`config.mk`:
```
export PLATFORM = sky130hd
export DESIGN_NAME = chi_hash
export DESIGN_NICKNAME = d
export VERILOG_FILES = /design/src/rtl/chi_pkg.sv /design/src/rtl/chi_hash.sv
export SDC_FILE = /design/constraint.sdc
export NUM_CORES = 1
export LEC_CHECK = 0
export ABC_AREA = 0
export BUFFER_PORTS_ARGS = -buffer_cell sky130_fd_sc_hd__buf_2
export CAP_MARGIN = 20
export CORE_ASPECT_RATIO = 0.9
export CORE_MARGIN = 2
export CORE_UTILIZATION = 55
export CTS_BUF_LIST = sky130_fd_sc_hd__clkbuf_2 sky130_fd_sc_hd__clkbuf_4 sky130_fd_sc_hd__clkbuf_8
export CTS_CLUSTER_DIAMETER = 60
export DETAILED_ROUTE_END_ITERATION = 8
export GPL_TIMING_DRIVEN = 0
export PLACE_DENSITY = 0.76
export SYNTH_ARGS = -nofsm -noshare
export SYNTH_HDL_FRONTEND = slang
export SYNTH_SLANG_ARGS = --single-unit
```
`constraint.sdc`:
```
create_clock -name clock -period 10.7 [get_ports clock]
set_input_delay 1.07 -clock clock [delete_from_list [all_inputs] [get_ports clock]]
set_output_delay 1.07 -clock clock [all_outputs]
set_load 0.01 [all_outputs]
```
`src/rtl/chi_pkg.sv`:
```
// shared types and constants of the two-table cuckoo insert block
package chi_pkg;

   // controller states
   typedef enum logic [3:0] {
      ST_CLEAR,
      ST_IDLE,
      ST_REM,
      ST_IDX,
      ST_ISSUE,
      ST_PROBE,
      ST_UNDO,
      ST_UNDO_LAST,
      ST_FINISH
   } chi_state_type;

   // hash divisors, each one less than a power of two
   localparam int HASH0_DIV = 127;
   localparam int HASH1_DIV = 255;
   localparam int HASH0_DIGIT = 7;
   localparam int HASH1_DIGIT = 8;

   // inverses of the divisors modulo 2^10, exact for the low ten quotient bits
   localparam logic [15:0] HASH0_INV = 16'd895;
   localparam logic [15:0] HASH1_INV = 16'd767;

endpackage

```
`src/rtl/chi_hash.sv`:
```
// two-stage hash unit: key residues, then table indexes by exact division
module chi_hash #(
   parameter int KEY_BITS = 48,
   parameter int IDX_BITS = 7
) (
   input  logic                clock,
   input  logic [KEY_BITS-1:0] key,
   output logic [IDX_BITS-1:0] idx0,
   output logic [IDX_BITS-1:0] idx1
);

   localparam int D0 = chi_pkg::HASH0_DIGIT;
   localparam int D1 = chi_pkg::HASH1_DIGIT;
   localparam int N0 = (KEY_BITS + D0 - 1) / D0;
   localparam int N1 = (KEY_BITS + D1 - 1) / D1;
   localparam int S0_BITS = $clog2(N0 * chi_pkg::HASH0_DIV + 1);
   localparam int S1_BITS = $clog2(N1 * chi_pkg::HASH1_DIV + 1);

   logic [N0*D0-1:0]    key0_ext;
   logic [N1*D1-1:0]    key1_ext;
   logic [S0_BITS-1:0]  sum0;
   logic [S1_BITS-1:0]  sum1;
   logic [D0:0]         fold0;
   logic [D1:0]         fold1;
   logic [D0-1:0]       rem0_in, rem0_ff;
   logic [D1-1:0]       rem1_in, rem1_ff;
   logic [15:0]         diff0, diff1, quot0, quot1;
   logic [IDX_BITS-1:0] idx0_in, idx0_ff, idx1_in, idx1_ff;

   // residues: since 2^d is one more than the divisor, digits sum mod divisor
   always_comb begin
      key0_ext = (N0 * D0)'(key);
      key1_ext = (N1 * D1)'(key);
      sum0 = '0;
      sum1 = '0;
      for (int i = 0; i < N0; i++) begin
         sum0 = sum0 + S0_BITS'(key0_ext[i*D0 +: D0]);
      end
      for (int i = 0; i < N1; i++) begin
         sum1 = sum1 + S1_BITS'(key1_ext[i*D1 +: D1]);
      end
      fold0 = (D0 + 1)'(sum0 >> D0) + (D0 + 1)'(sum0[D0-1:0]);
      fold1 = (D1 + 1)'(sum1 >> D1) + (D1 + 1)'(sum1[D1-1:0]);
      if (fold0 >= (D0 + 1)'(chi_pkg::HASH0_DIV)) begin
         rem0_in = D0'(fold0 - (D0 + 1)'(chi_pkg::HASH0_DIV));
      end else begin
         rem0_in = D0'(fold0);
      end
      if (fold1 >= (D1 + 1)'(chi_pkg::HASH1_DIV)) begin
         rem1_in = D1'(fold1 - (D1 + 1)'(chi_pkg::HASH1_DIV));
      end else begin
         rem1_in = D1'(fold1);
      end
   end

   // low quotient bits: (key - residue) times the divisor's inverse
   always_comb begin
      diff0 = key[15:0] - 16'(rem0_ff);
      diff1 = key[15:0] - 16'(rem1_ff);
      quot0 = diff0 * chi_pkg::HASH0_INV;
      quot1 = diff1 * chi_pkg::HASH1_INV;
      idx0_in = quot0[IDX_BITS-1:0];
      idx1_in = key[IDX_BITS:1] + quot1[IDX_BITS-1:0];
   end

   always_ff @(posedge clock) begin
      rem0_ff <= rem0_in;
      rem1_ff <= rem1_in;
      idx0_ff <= idx0_in;
      idx1_ff <= idx1_in;
   end

   assign idx0 = idx0_ff;
   assign idx1 = idx1_ff;

endmodule

```
==> run summary, run 1 <==
Number of cells in the finished layout apart from fillers: 732. The tree built by TritonCTS fans out to 28 sinks. The placeable core region was 9040 µm². Subtracting the final worst setup slack from the clock period gives 6.87 ns. The cell area after placement is 5560 µm². The run gives 0 as the count of inserted antenna diode cells.

The logs give 561 µm² for the sequential cell area and 5630 µm² for the final instance area. The clock passes through at most 2 buffers. At the worst endpoint, the required time is 10.88 ns. The die is 105 µm wide. Ranked by instance count, the synthesized netlist is headed by sky130_fd_sc_hd__inv_1, sky130_fd_sc_hd__fa_1, sky130_fd_sc_hd__ha_1.

The logs give 0.286 for the global routing usage on met1 and 0 ns for the setup TNS. Dividing the detail-routed wire length by the instance count gives 13.7 µm. The wire length of the first global-routing pass came out at 17,600 µm.

The congestion estimate from routability-driven global placement came to 0.898. After detailed routing, the number of vias per cell comes to 4.91. For the worst-skew pair, the clock arrives at the later sink with an insertion delay of 0.29 ns. Of all nets on the critical path, the largest fanout is 4.

The average instance in the mapped netlist occupies 9.37 µm². Among all flip-flop cells after synthesis, the most frequent one is sky130_fd_sc_hd__dfxtp_1. The H-tree level count is 1.

The share of the synthesized area in the top cell type is 0.342. In the post-synthesis netlist, the cell with the most instances is sky130_fd_sc_hd__inv_1. The cell at the root of the clock tree was sky130_fd_sc_hd__clkbuf_8. Wires add up to 10,000 µm. TritonCTS built the clock tree. For the pin with the worst max-slew slack, the measured transition is 0.501 ns. The tools report the footprint of the multi-input gates as 3850 µm².

The flow ran to the end, and the final reports show no timing, DRC or antenna violations. Number of warnings printed during yosys synthesis: 0. For the fraction of the yosys area taken by sequential cells, the log shows 0.110.

The pre-antenna-repair detailed-routing pass consisted of 4 iterations. The post-route clock period utilization works out to 0.642. The area growth from synthesis to layout is 10.5%. Sort of element at the start of the critical path: a primary input. Yosys attributes the largest share of cell area to sky130_fd_sc_hd__fa_1, sky130_fd_sc_hd__ha_1, sky130_fd_sc_hd__inv_1. After detailed routing, the number of remaining DRC violations is 0.

Buffers inserted during clock tree synthesis total 3. sky130_fd_sc_hd__fa_1 takes more of the synthesized area than any other cell. The number of cells after detailed placement came out at 728.

63 I/O pins were placed. The count of buffers from port buffering is 62, and the via count of the first global-routing pass is 3,945. Yosys mapped the design onto 41 distinct sky130hd cell types. Data on the critical path arrives at its endpoint at 7.05 ns. After legalization and detailed placement, the total HPWL measured 9170 µm. The run gives 0 as the number of max-slew violations in the final report. STA classifies the critical path endpoint as a register.

The overall die area is 10,000 µm². Met3 track demand over resource in global routing: 0.0212. Once the clock tree was built, the setup fixing pass inserted 0 buffers. Setup repair after global routing left no endpoint under its margin.

The worst min-delay path class was register to register. The largest net degree at the start of global routing was 17; the count of endpoints failing setup in the final report was 0. The global route total overflow is 0. The global routing stage identified its most utilized layer as met2. Summing over every cut layer, the via total after detailed routing is 3,596. The number of antenna violations at the first check in global routing came out at 0. The filler cells instantiated in the layout total 766.

Once the clock tree was built, the resizer swapped 0 gates to a different size. After floorplanning, the core was divided into 33 placement rows. The tools report the count of antenna-violating nets left after detailed routing as 0. Met2 usage: 0.418. The share of cells above drive strength 1 is 0.130, and the highest clock frequency the design can meet is 0.145 GHz. Counting every net in the synthesized netlist gives 746. The synthesized flop and latch total is 28, and the remaining max-slew budget at the tightest pin is 0.665.

The iteration-0 DRC count of the detailed router is 139. The net count of the finished layout is 813. Hold repair after CTS inserted 0 buffers. Across the run, the number of max-cap violations was 0. Synthesis produced a netlist whose cell count is 544. The worst setup path category is primary input to register. The run gives 0.00646 ns as the final clock skew.

The clock-pin slew on the worst setup and hold paths is 0.10 ns, and the final number of hold-violating endpoints is 0. In this run, synthesis inferred 0 flip-flops with an integrated enable. For the starting density of the core, the log shows 0.563. The mapped netlist covers 5090 µm².

The overall fraction of global-route tracks in use came out at 0.222. Floorplan die height: 95.3 µm. The share of synthesized registers carrying an async set or reset came out at 0.
## worst max-delay path: stages
cell                       delay [ns]
sky130_fd_sc_hd__buf_2           0.15
sky130_fd_sc_hd__inv_1           0.11
sky130_fd_sc_hd__fa_1            0.53
sky130_fd_sc_hd__inv_1           0.09
sky130_fd_sc_hd__fa_1            0.51
sky130_fd_sc_hd__fa_1            0.51
sky130_fd_sc_hd__fa_1            0.56
sky130_fd_sc_hd__inv_1           0.07
sky130_fd_sc_hd__fa_1            0.47
sky130_fd_sc_hd__nor2b_1         0.13
sky130_fd_sc_hd__o21ai_1         0.08
sky130_fd_sc_hd__a21boi_1        0.24
sky130_fd_sc_hd__o21a_1          0.17
sky130_fd_sc_hd__nor2_1          0.05
sky130_fd_sc_hd__xnor2_1         0.12
sky130_fd_sc_hd__ha_1            0.23
sky130_fd_sc_hd__fa_1            0.41
sky130_fd_sc_hd__xor2_1          0.35
sky130_fd_sc_hd__nand2_1         0.22
sky130_fd_sc_hd__o31ai_1         0.29
sky130_fd_sc_hd__and4b_1         0.32
sky130_fd_sc_hd__mux2_1          0.35
## sequential cells by signal, indices dropped and copies added, names as in the netlist
signal / cells
idx0: 7
rem0_ff: 7
idx1: 7
rem1_ff: 7
## layout by cell type (no fill, tap or decap), types with 3 or more instances in the layout
master and count:
sky130_fd_sc_hd__inv_1 181, sky130_fd_sc_hd__fa_1 87, sky130_fd_sc_hd__ha_1 66, sky130_fd_sc_hd__buf_2 62, sky130_fd_sc_hd__xnor2_1 37, sky130_fd_sc_hd__dfxtp_1 28
sky130_fd_sc_hd__a21oi_1 22, sky130_fd_sc_hd__nor2_1 18, sky130_fd_sc_hd__xor2_1 16, sky130_fd_sc_hd__a21o_1 15, sky130_fd_sc_hd__nand2_1 12, sky130_fd_sc_hd__o21ai_0 10
sky130_fd_sc_hd__a21oi_2 5, sky130_fd_sc_hd__nand3_1 5, sky130_fd_sc_hd__o21a_1 3, sky130_fd_sc_hd__o21bai_1 3, sky130_fd_sc_hd__and2_1 3, sky130_fd_sc_hd__clkbuf_8 3
## per-layer routing
layer / vias to the layer above / routed length (µm)
met5: - / 0
met2: 81 / 5120
met3: 6 / 416
met4: 0 / 63
met1: 1760 / 4430
li1: 1749 / -
## metrics by stage
step,utilization,worst slack [ns],hold slack (ns)
3_3_place_gp,0.615,3.79,0.590
3_5_place_dp,0.615,3.55,0.603
5_1_grt,0.623,3.52,0.674
4_1_cts,0.623,3.84,0.623
2_1_floorplan,-,4.31,0.535
6_report,0.623,3.83,0.623
## area by class of cell
class | instances | area share
Clock inverter | 1 | 0.00533
Clock buffer | 3 | 0.00733
Tap cell | 122 | 0.0271
Sequential cell | 28 | 0.0996
Multi-Input combinational cell | 335 | 0.685
Inverter | 181 | 0.121
Timing Repair Buffer | 62 | 0.0551
## path summary, 6_finish.rpt
kind	to	startpoint	slack, ns	depth (start not counted)
worst max-delay path	rem0_ff[1]	key[2]	3.83	22
worst min-delay path	idx0[0]	rem0_ff[0]	0.62	2
worst max register to register	idx1[6]	rem1_ff[0]	5.78	18
worst min register to register	idx0[0]	rem0_ff[0]	0.62	2
## kinds of logic after synthesis
group	count (synthesis)	share of synthesized area
adders and majority gates	154	0.506
muxes	3	0.00638
buffers and inverters	181	0.133
and+or+nand+nor	54	0.0543
DFF	28	0.110
xor gates and xnor gates	56	0.102
AOI/OAI and AO/OA	68	0.0882
Power of run 1 is not shown: default switching activity piles up to over one toggle a cycle in this logic, so the estimate is an artifact.
==> run 2: changes to the inputs <==
==> constraint.sdc (replaced) <==
create_clock -name clock -period 6.5 [get_ports clock]
set_input_delay 0.65 -clock clock [delete_from_list [all_inputs] [get_ports clock]]
set_output_delay 0.65 -clock clock [all_outputs]
set_load 0.01 [all_outputs]
==> run 2 against run 1 <==
  * Clock skew about the same
  * First-iteration DRC count decreased by 7.9%
  * Non-clock buffer count unchanged
  * Worst hold slack about the same
  * Count of clock-buffer cells in the layout unchanged
  * Sequential share of layout area about the same
  * Via count decreased by 0.11%
  * Global-route usage unchanged
==> run summary, run 2 (synthesis results as in run 1) <==
The flow ran to the end, and the final reports show no timing, DRC or antenna violations. The tools report the remaining max-slew budget at the tightest pin as 0.665 (unchanged). TritonCTS built the clock tree. Traced cell by cell, the critical path runs through buf_2 > inv_1 > fa_1 > inv_1 > fa_1 > fa_1 > inv_1 > fa_1 > inv_1 > ha_1 > nor2b_1 > o21ai_1 > a21boi_2 > o21a_1 > nor2_1 > xnor2_1 > ha_1 > fa_1 > xor2_2 > nand2_2 > o31ai_2 > and4b_2 > mux2_1. The placeable core region came out at 9040 µm² (unchanged). The tools report the data required time at the worst endpoint as 6.68 ns (-4.20 ns). The number of maximum-capacitance violations was 0 (unchanged). The number of clock buffers inserted by TritonCTS is 3 (unchanged).

Static timing analysis puts the maximum clock frequency at 0.160 GHz. The maximum buffer depth of the clock tree was 2 (unchanged); the wire length of the first global-routing pass was 17,600 µm (unchanged). The clock-pin slew on the worst setup and hold paths is 0.10 ns (about the same), and the post-route clock period utilization is 0.960. The count of antenna-violating nets left after detailed routing came out at 0 (unchanged).

The pin slew with the least headroom to its limit works out to 0.501 ns (unchanged). The critical path buffer and inverter count was 5 (+1). The floorplan die height was 95.3 µm (unchanged); the routed via count was 3,592 (-0.11%). Delay of the slowest critical-path stage: 0.55 ns (about the same). The worst min-delay path class is register to register.

By instance count, the cell type seen most on the critical path is sky130_fd_sc_hd__fa_1. The post-CTS repair timing setup buffer count was 0 (unchanged). The largest net degree at the start of global routing was 17 (unchanged); the final critical-path required period was 6.24 ns.

The number of buffers inserted by hold repair at cts came out at 0 (unchanged). Number of nets at the end of the flow: 813 (unchanged). The number of remaining DRC errors is 0 (unchanged).

The global route total overflow was 0 (unchanged). Grouping stages by cell kind, the critical path spends the most delay in adder cells. Number of placed I/O pins: 63 (unchanged). The final number of hold-violating endpoints is 0 (unchanged).

The largest driver fanout on the critical path is 4 (unchanged), and the number of fill cells is 768 (+0.26%). For the number of max-slew violations in the final report, the log shows 0 (unchanged). The overall fraction of global-route tracks in use is 0.222 (unchanged). The count of buffers from port buffering was 62 (unchanged); the number of antenna violations at the first check in global routing was 0 (unchanged). The detail-routed via count per cell is 4.91 (-0.11%). Via count of the first global-routing pass: 3,945 (unchanged). The worst setup path category is primary input to register. The iteration-0 DRC count of the detailed router is 128 (-7.9%), and the share of cells above drive strength 1 is 0.138 (+0.00820).

For this design, the slowest cell found on the critical path is sky130_fd_sc_hd__fa_1. For the end-of-flow core utilization, the log shows 0.625 (+0.00221). The number of search-and-repair iterations in the first detailed-routing pass came out at 4 (unchanged).

The final clock skew was 0.00673 ns (+0.000275 ns). The logs give 0 ns (unchanged) for the setup TNS and 1 (unchanged) for the H-tree level count. Average wire per cell in the routed design: 13.7 µm (+0.30%). The layout-stage area growth over the synthesis result came out at 10.9%.

The count of endpoints failing setup in the final report was 0 (unchanged); the standard-cell row count was 33 (unchanged). The total clock sinks is 28 (unchanged). The tools report the data arrival time of the worst path as 6.42 ns (-0.63 ns). For the count of inserted antenna diode cells, the log shows 0 (unchanged). The top cell types in the final layout, fill and taps aside, are sky130_fd_sc_hd__inv_1, sky130_fd_sc_hd__fa_1, sky130_fd_sc_hd__ha_1. The overall die area came out at 10,000 µm² (unchanged).

The detailed placer's ending HPWL was 9170 µm (unchanged); the x dimension of the die was 105 µm (unchanged). The aggregate routed wire length was 10,100 µm (+0.30%); the starting density of the core was 0.563 (unchanged). The worst setup path is captured at a register.

The tools report the final weighted congestion in routability-driven placement as 0.898 (unchanged). The tools report the sort of element at the start of the critical path as a primary input. Leaving out fill and tap cells, the most frequent cell in the layout is sky130_fd_sc_hd__inv_1. For the insertion delay of the later-clocked pin in the worst-skew pair, the log shows 0.29 ns (about the same).

Cell at the root of the clock tree: sky130_fd_sc_hd__clkbuf_8.
## run 2: through the flow
step | setup WS, ns | instances | area, µm² | hold WS, ns
2_1_floorplan | 0.535 | 544 | 5090 | 0.535
3_5_place_dp | -0.230 | 728 | 5560 | 0.603
6_report | 0.260 | 732 | 5650 | 0.623
3_3_place_gp | 0.00829 | 728 | 5560 | 0.590
5_1_grt | -0.0170 | 732 | 5650 | 0.674
4_1_cts | 0.0600 | 732 | 5630 | 0.623
## run 2: cell type report
cell class / count / area, µm² / area share
Inverter: 181 / 679 / 0.120
Tap cell: 122 / 153 / 0.0270
Multi-Input combinational cell: 335 / 3870 / 0.686
Clock inverter: 1 / 30.0 / 0.00532
Clock buffer: 3 / 41.3 / 0.00731
Sequential cell: 28 / 561 / 0.0992
Timing Repair Buffer: 62 / 310 / 0.0549
## run 2: timing repair
action	CTS	global route
hold endpoints to repair	0	0
gates resized for setup	0	5
endpoints found under the setup margin	0	4
## run 2: final timing paths
kind,start,end,slack (ns),depth (start not counted)
worst min register to register,rem0_ff[0],idx0[0],0.62,2
worst min-delay path,rem0_ff[0],idx0[0],0.62,2
worst max-delay path,key[3],rem0_ff[1],0.26,23
worst max register to register,rem1_ff[0],idx1[6],1.58,18
## run 2: tightest hold or removal path: cells and delay by family (launching register included)
family	cells	cell delay, ns
flops	1	0.33
buf+inv	1	0.10
fa+ha+maj	1	0.14
## run 2: per-layer routing
metal	up-vias	track usage	share of wire
li1	1750	-	-
met1	1756	0.286	0.44
met2	80	0.418	0.51
met3	6	0.0212	0.043
met4	0	0.0322	0.0063
met5	-	0	0
Power of run 2 is left out for the same reason.
==> run 3: changes to the inputs <==
--- a/config.mk
+++ b/config.mk
@@ -6,10 +6,9 @@
 export NUM_CORES = 1
 export LEC_CHECK = 0
 export ABC_AREA = 0
-export BUFFER_PORTS_ARGS = -buffer_cell sky130_fd_sc_hd__buf_2
+export BUFFER_PORTS_ARGS = -buffer_cell sky130_fd_sc_hd__buf_4
 export CAP_MARGIN = 20
 export CORE_ASPECT_RATIO = 0.9
-export CORE_MARGIN = 2
 export CORE_UTILIZATION = 55
 export CTS_BUF_LIST = sky130_fd_sc_hd__clkbuf_2 sky130_fd_sc_hd__clkbuf_4 sky130_fd_sc_hd__clkbuf_8
 export CTS_CLUSTER_DIAMETER = 60
==> run 3 against run 2 <==
  * Critical endpoint unchanged
  * Count of clock-buffer cells in the layout stayed put
  * Non-clock buffer count stayed put
  * Final cell count is 0.41% lower
  * Core utilization is 3.5 points higher
  * Critical path depth is 1 lower
  * Worst hold slack worse by 0.0053 ns
  * Register-to-register slack hardly changed
  * First-iteration DRC count is 21% lower
  * Global-route usage is 1.7 points higher
==> run summary, run 3 (synthesis results as in run 1) <==
The share of cells above drive strength 1 was 0.131 (-0.00656); the cell depth of the worst setup path was 22 (-4.3%). The number of cell instances on the worst register-to-register path works out to 16 (-2). The worst min-delay path class was register to register. The tools report the maximum buffer depth of the clock tree as 2 (unchanged). The global route total overflow is 0 (unchanged), and the met3 track demand over resource in global routing is 0.0157 (-0.00549). The count of inserted antenna diode cells is 0 (unchanged).

The x dimension of the die came out at 103 µm (-1.9%). The clock-pin slew on the worst setup and hold paths is 0.10 ns (about the same). The routed via count was 3,624 (+0.89%); the number of search-and-repair iterations in the first detailed-routing pass was 4 (unchanged). The starting density of the core was 0.581 (+0.0176).

The most common cell after layout, fill and taps aside was sky130_fd_sc_hd__inv_1. The most used routing layer in global routing is met2. The run gives 0 (unchanged) as the number of buffers inserted by hold repair at cts. The cell repeated most along the worst path is sky130_fd_sc_hd__fa_1. End point of the critical path: rem0_ff[1].

The tools report the end-of-flow core utilization as 0.660 (+0.0354). The largest individual stage delay along the critical path comes from the cell sky130_fd_sc_hd__fa_1. The number of max-slew violations in the final report is 0 (unchanged).

The logs give 63 (unchanged) for the number of placed I/O pins and 3,846 (-2.5%) for the via count of the first global-routing pass. The final clock skew was 0.00221 ns (-0.00452 ns). The tools report the cell at the root of the clock tree as sky130_fd_sc_hd__clkbuf_8.

TritonCTS built the clock tree. The aggregate routed wire length was 10,000 µm (-0.28%). Relative to the synthesized area, the layout overhead comes to 13.6%.

For the standard-cell row count, the log shows 32 (-3.0%). By startpoint and endpoint, the worst setup path is classified as primary input to register. The overall fraction of global-route tracks in use was 0.239 (+0.0170); the count of antenna-violating nets left after detailed routing was 0 (unchanged). The critical path starts at key[2].

The delay of the slowest critical-path stage is 0.55 ns (about the same). The logs give 0.649 (-0.0155) for the remaining max-slew budget at the tightest pin and 3 (unchanged) for the number of clock buffers inserted by TritonCTS. The critical path goes through buf_4 > inv_1 > fa_1 > inv_1 > fa_1 > fa_1 > fa_1 > inv_1 > fa_1 > nor2b_1 > o21ai_1 > a21boi_1 > o21a_1 > nor2_1 > xnor2_1 > ha_1 > fa_1 > ha_1 > nand2_1 > o31ai_1 > and4b_1 > mux2_1.

The average wire per cell in the routed design works out to 13.8 µm (+0.13%). The tools report the sort of element at the start of the critical path as a primary input. The detailed placer's ending HPWL is 9060 µm (-1.1%). The cell family contributing the most delay on the critical path is adder cells. The post-route clock period utilization is 0.954 (-0.00654), and the number of remaining DRC errors is 0 (unchanged). The endpoint identified for the worst register-to-register timing path is idx1[6].

The logs give -0.00552 ns (+0.225 ns) for the setup slack after placement and 0.426 (+0.00777) for the met2 usage. The floorplan die height was 93.3 µm (-2.1%); the pin slew with the least headroom to its limit was 0.522 ns (+0.0212 ns). The cell area after placement was 5710 µm² (+2.7%); the final weighted congestion in routability-driven placement was 0.884 (-1.5%). Number of antenna violations at the first check in global routing: 0 (unchanged). The largest driver fanout on the critical path came out at 4 (unchanged). For the final instance area, the log shows 5790 µm² (+2.5%).

The number of nets at the end of the flow is 813 (unchanged). The top cell types in the final layout, fill and taps aside, are sky130_fd_sc_hd__inv_1, sky130_fd_sc_hd__fa_1, sky130_fd_sc_hd__ha_1. The critical path buffer and inverter count is 4 (-1), and the number of maximum-capacitance violations is 0 (unchanged).

The detail-routed via count per cell is 4.97 (+1.3%). Setup repair after global routing left no endpoint under its margin. The iteration-0 DRC count of the detailed router was 101 (-21%). The run finished with clean final reports.

The count of endpoints failing setup in the final report is 0 (unchanged). The final critical-path required period works out to 6.20 ns (-0.0425 ns). The global routing usage on met1 came out at 0.313 (+0.0274).

The highest clock frequency the design can meet is 0.161 GHz (+0.69%), and the H-tree level count is 1 (unchanged). The largest net degree at the start of global routing is 17 (unchanged). For the setup slack after layout, the log shows 0.302 ns (+0.0425 ns). Data arrival time of the worst path: 6.38 ns (-0.04 ns). The tools report the reg-to-reg critical path startpoint as rem1_ff[0].

The tools report the insertion delay of the later-clocked pin in the worst-skew pair as 0.29 ns (about the same). For the wire length of the first global-routing pass, the log shows 17,400 µm (-0.87%). The final number of hold-violating endpoints came out at 0 (unchanged). The total clock sinks is 28 (unchanged), and the placeable core region is 8770 µm² (-3.0%). Slack of the worst reg-to-reg path: 1.58 ns (about the same).

The data required time at the worst endpoint is 6.68 ns (about the same), and the count of buffers from port buffering is 62 (unchanged). For the overall die area, the log shows 9650 µm² (-4.0%). Kind of capture point of the worst setup path: a register.
run 3: cell counts in the layout (fill, tap and decap cells not counted):
No cell type changed its count.
run 3: repair_timing:
item	CTS	global route
resized for setup	0	1
buffers inserted	0	0
endpoints found under the setup margin	0	1
run 3: area by class of cell:
class	instances	area, µm²
flip-flops and latches	28	561
multi-input cells	335	3860
fillers	694	2980
clock inverters	1	30.0
well taps	119	149
repair buffers	62	465
inverters	181	679
clock buffers	3	41.3
run 3: worst min-delay path: stages, from the launching register on:
cell,delay (ns)
sky130_fd_sc_hd__dfxtp_1,0.33
sky130_fd_sc_hd__ha_1,0.13
sky130_fd_sc_hd__inv_1,0.09
run 3: layer usage:
metal  vias to the layer above  part of all wire
met1                      1767              0.45
met5                         -                 0
met3                        15             0.035
met2                        93              0.50
met4                         0             0.018
li1                       1749                 -
run 3: worst min-delay path by stage:
stage               startpoint  endpoint  slack [ns]  depth (start not counted)
floorplan           rem0_ff[0]   idx0[0]        0.54                          2
global placement    rem0_ff[0]   idx0[0]        0.59                          2
detailed placement  rem0_ff[0]   idx0[0]        0.62                          2
CTS                 rem0_ff[0]   idx0[0]        0.63                          2
global route        rem0_ff[0]   idx0[0]        0.65                          2
finish              rem0_ff[0]   idx0[0]        0.62                          2
run 3: per-stage QoR:
stage	hold WS, ns	std cells	setup TNS, ns
floorplan	0.535	544	0
global placement	0.594	725	0
detailed placement	0.618	725	-0.00552
CTS	0.632	729	0
global route	0.646	729	0
finish	0.618	729	0
Power of run 3 is left out for the same reason.
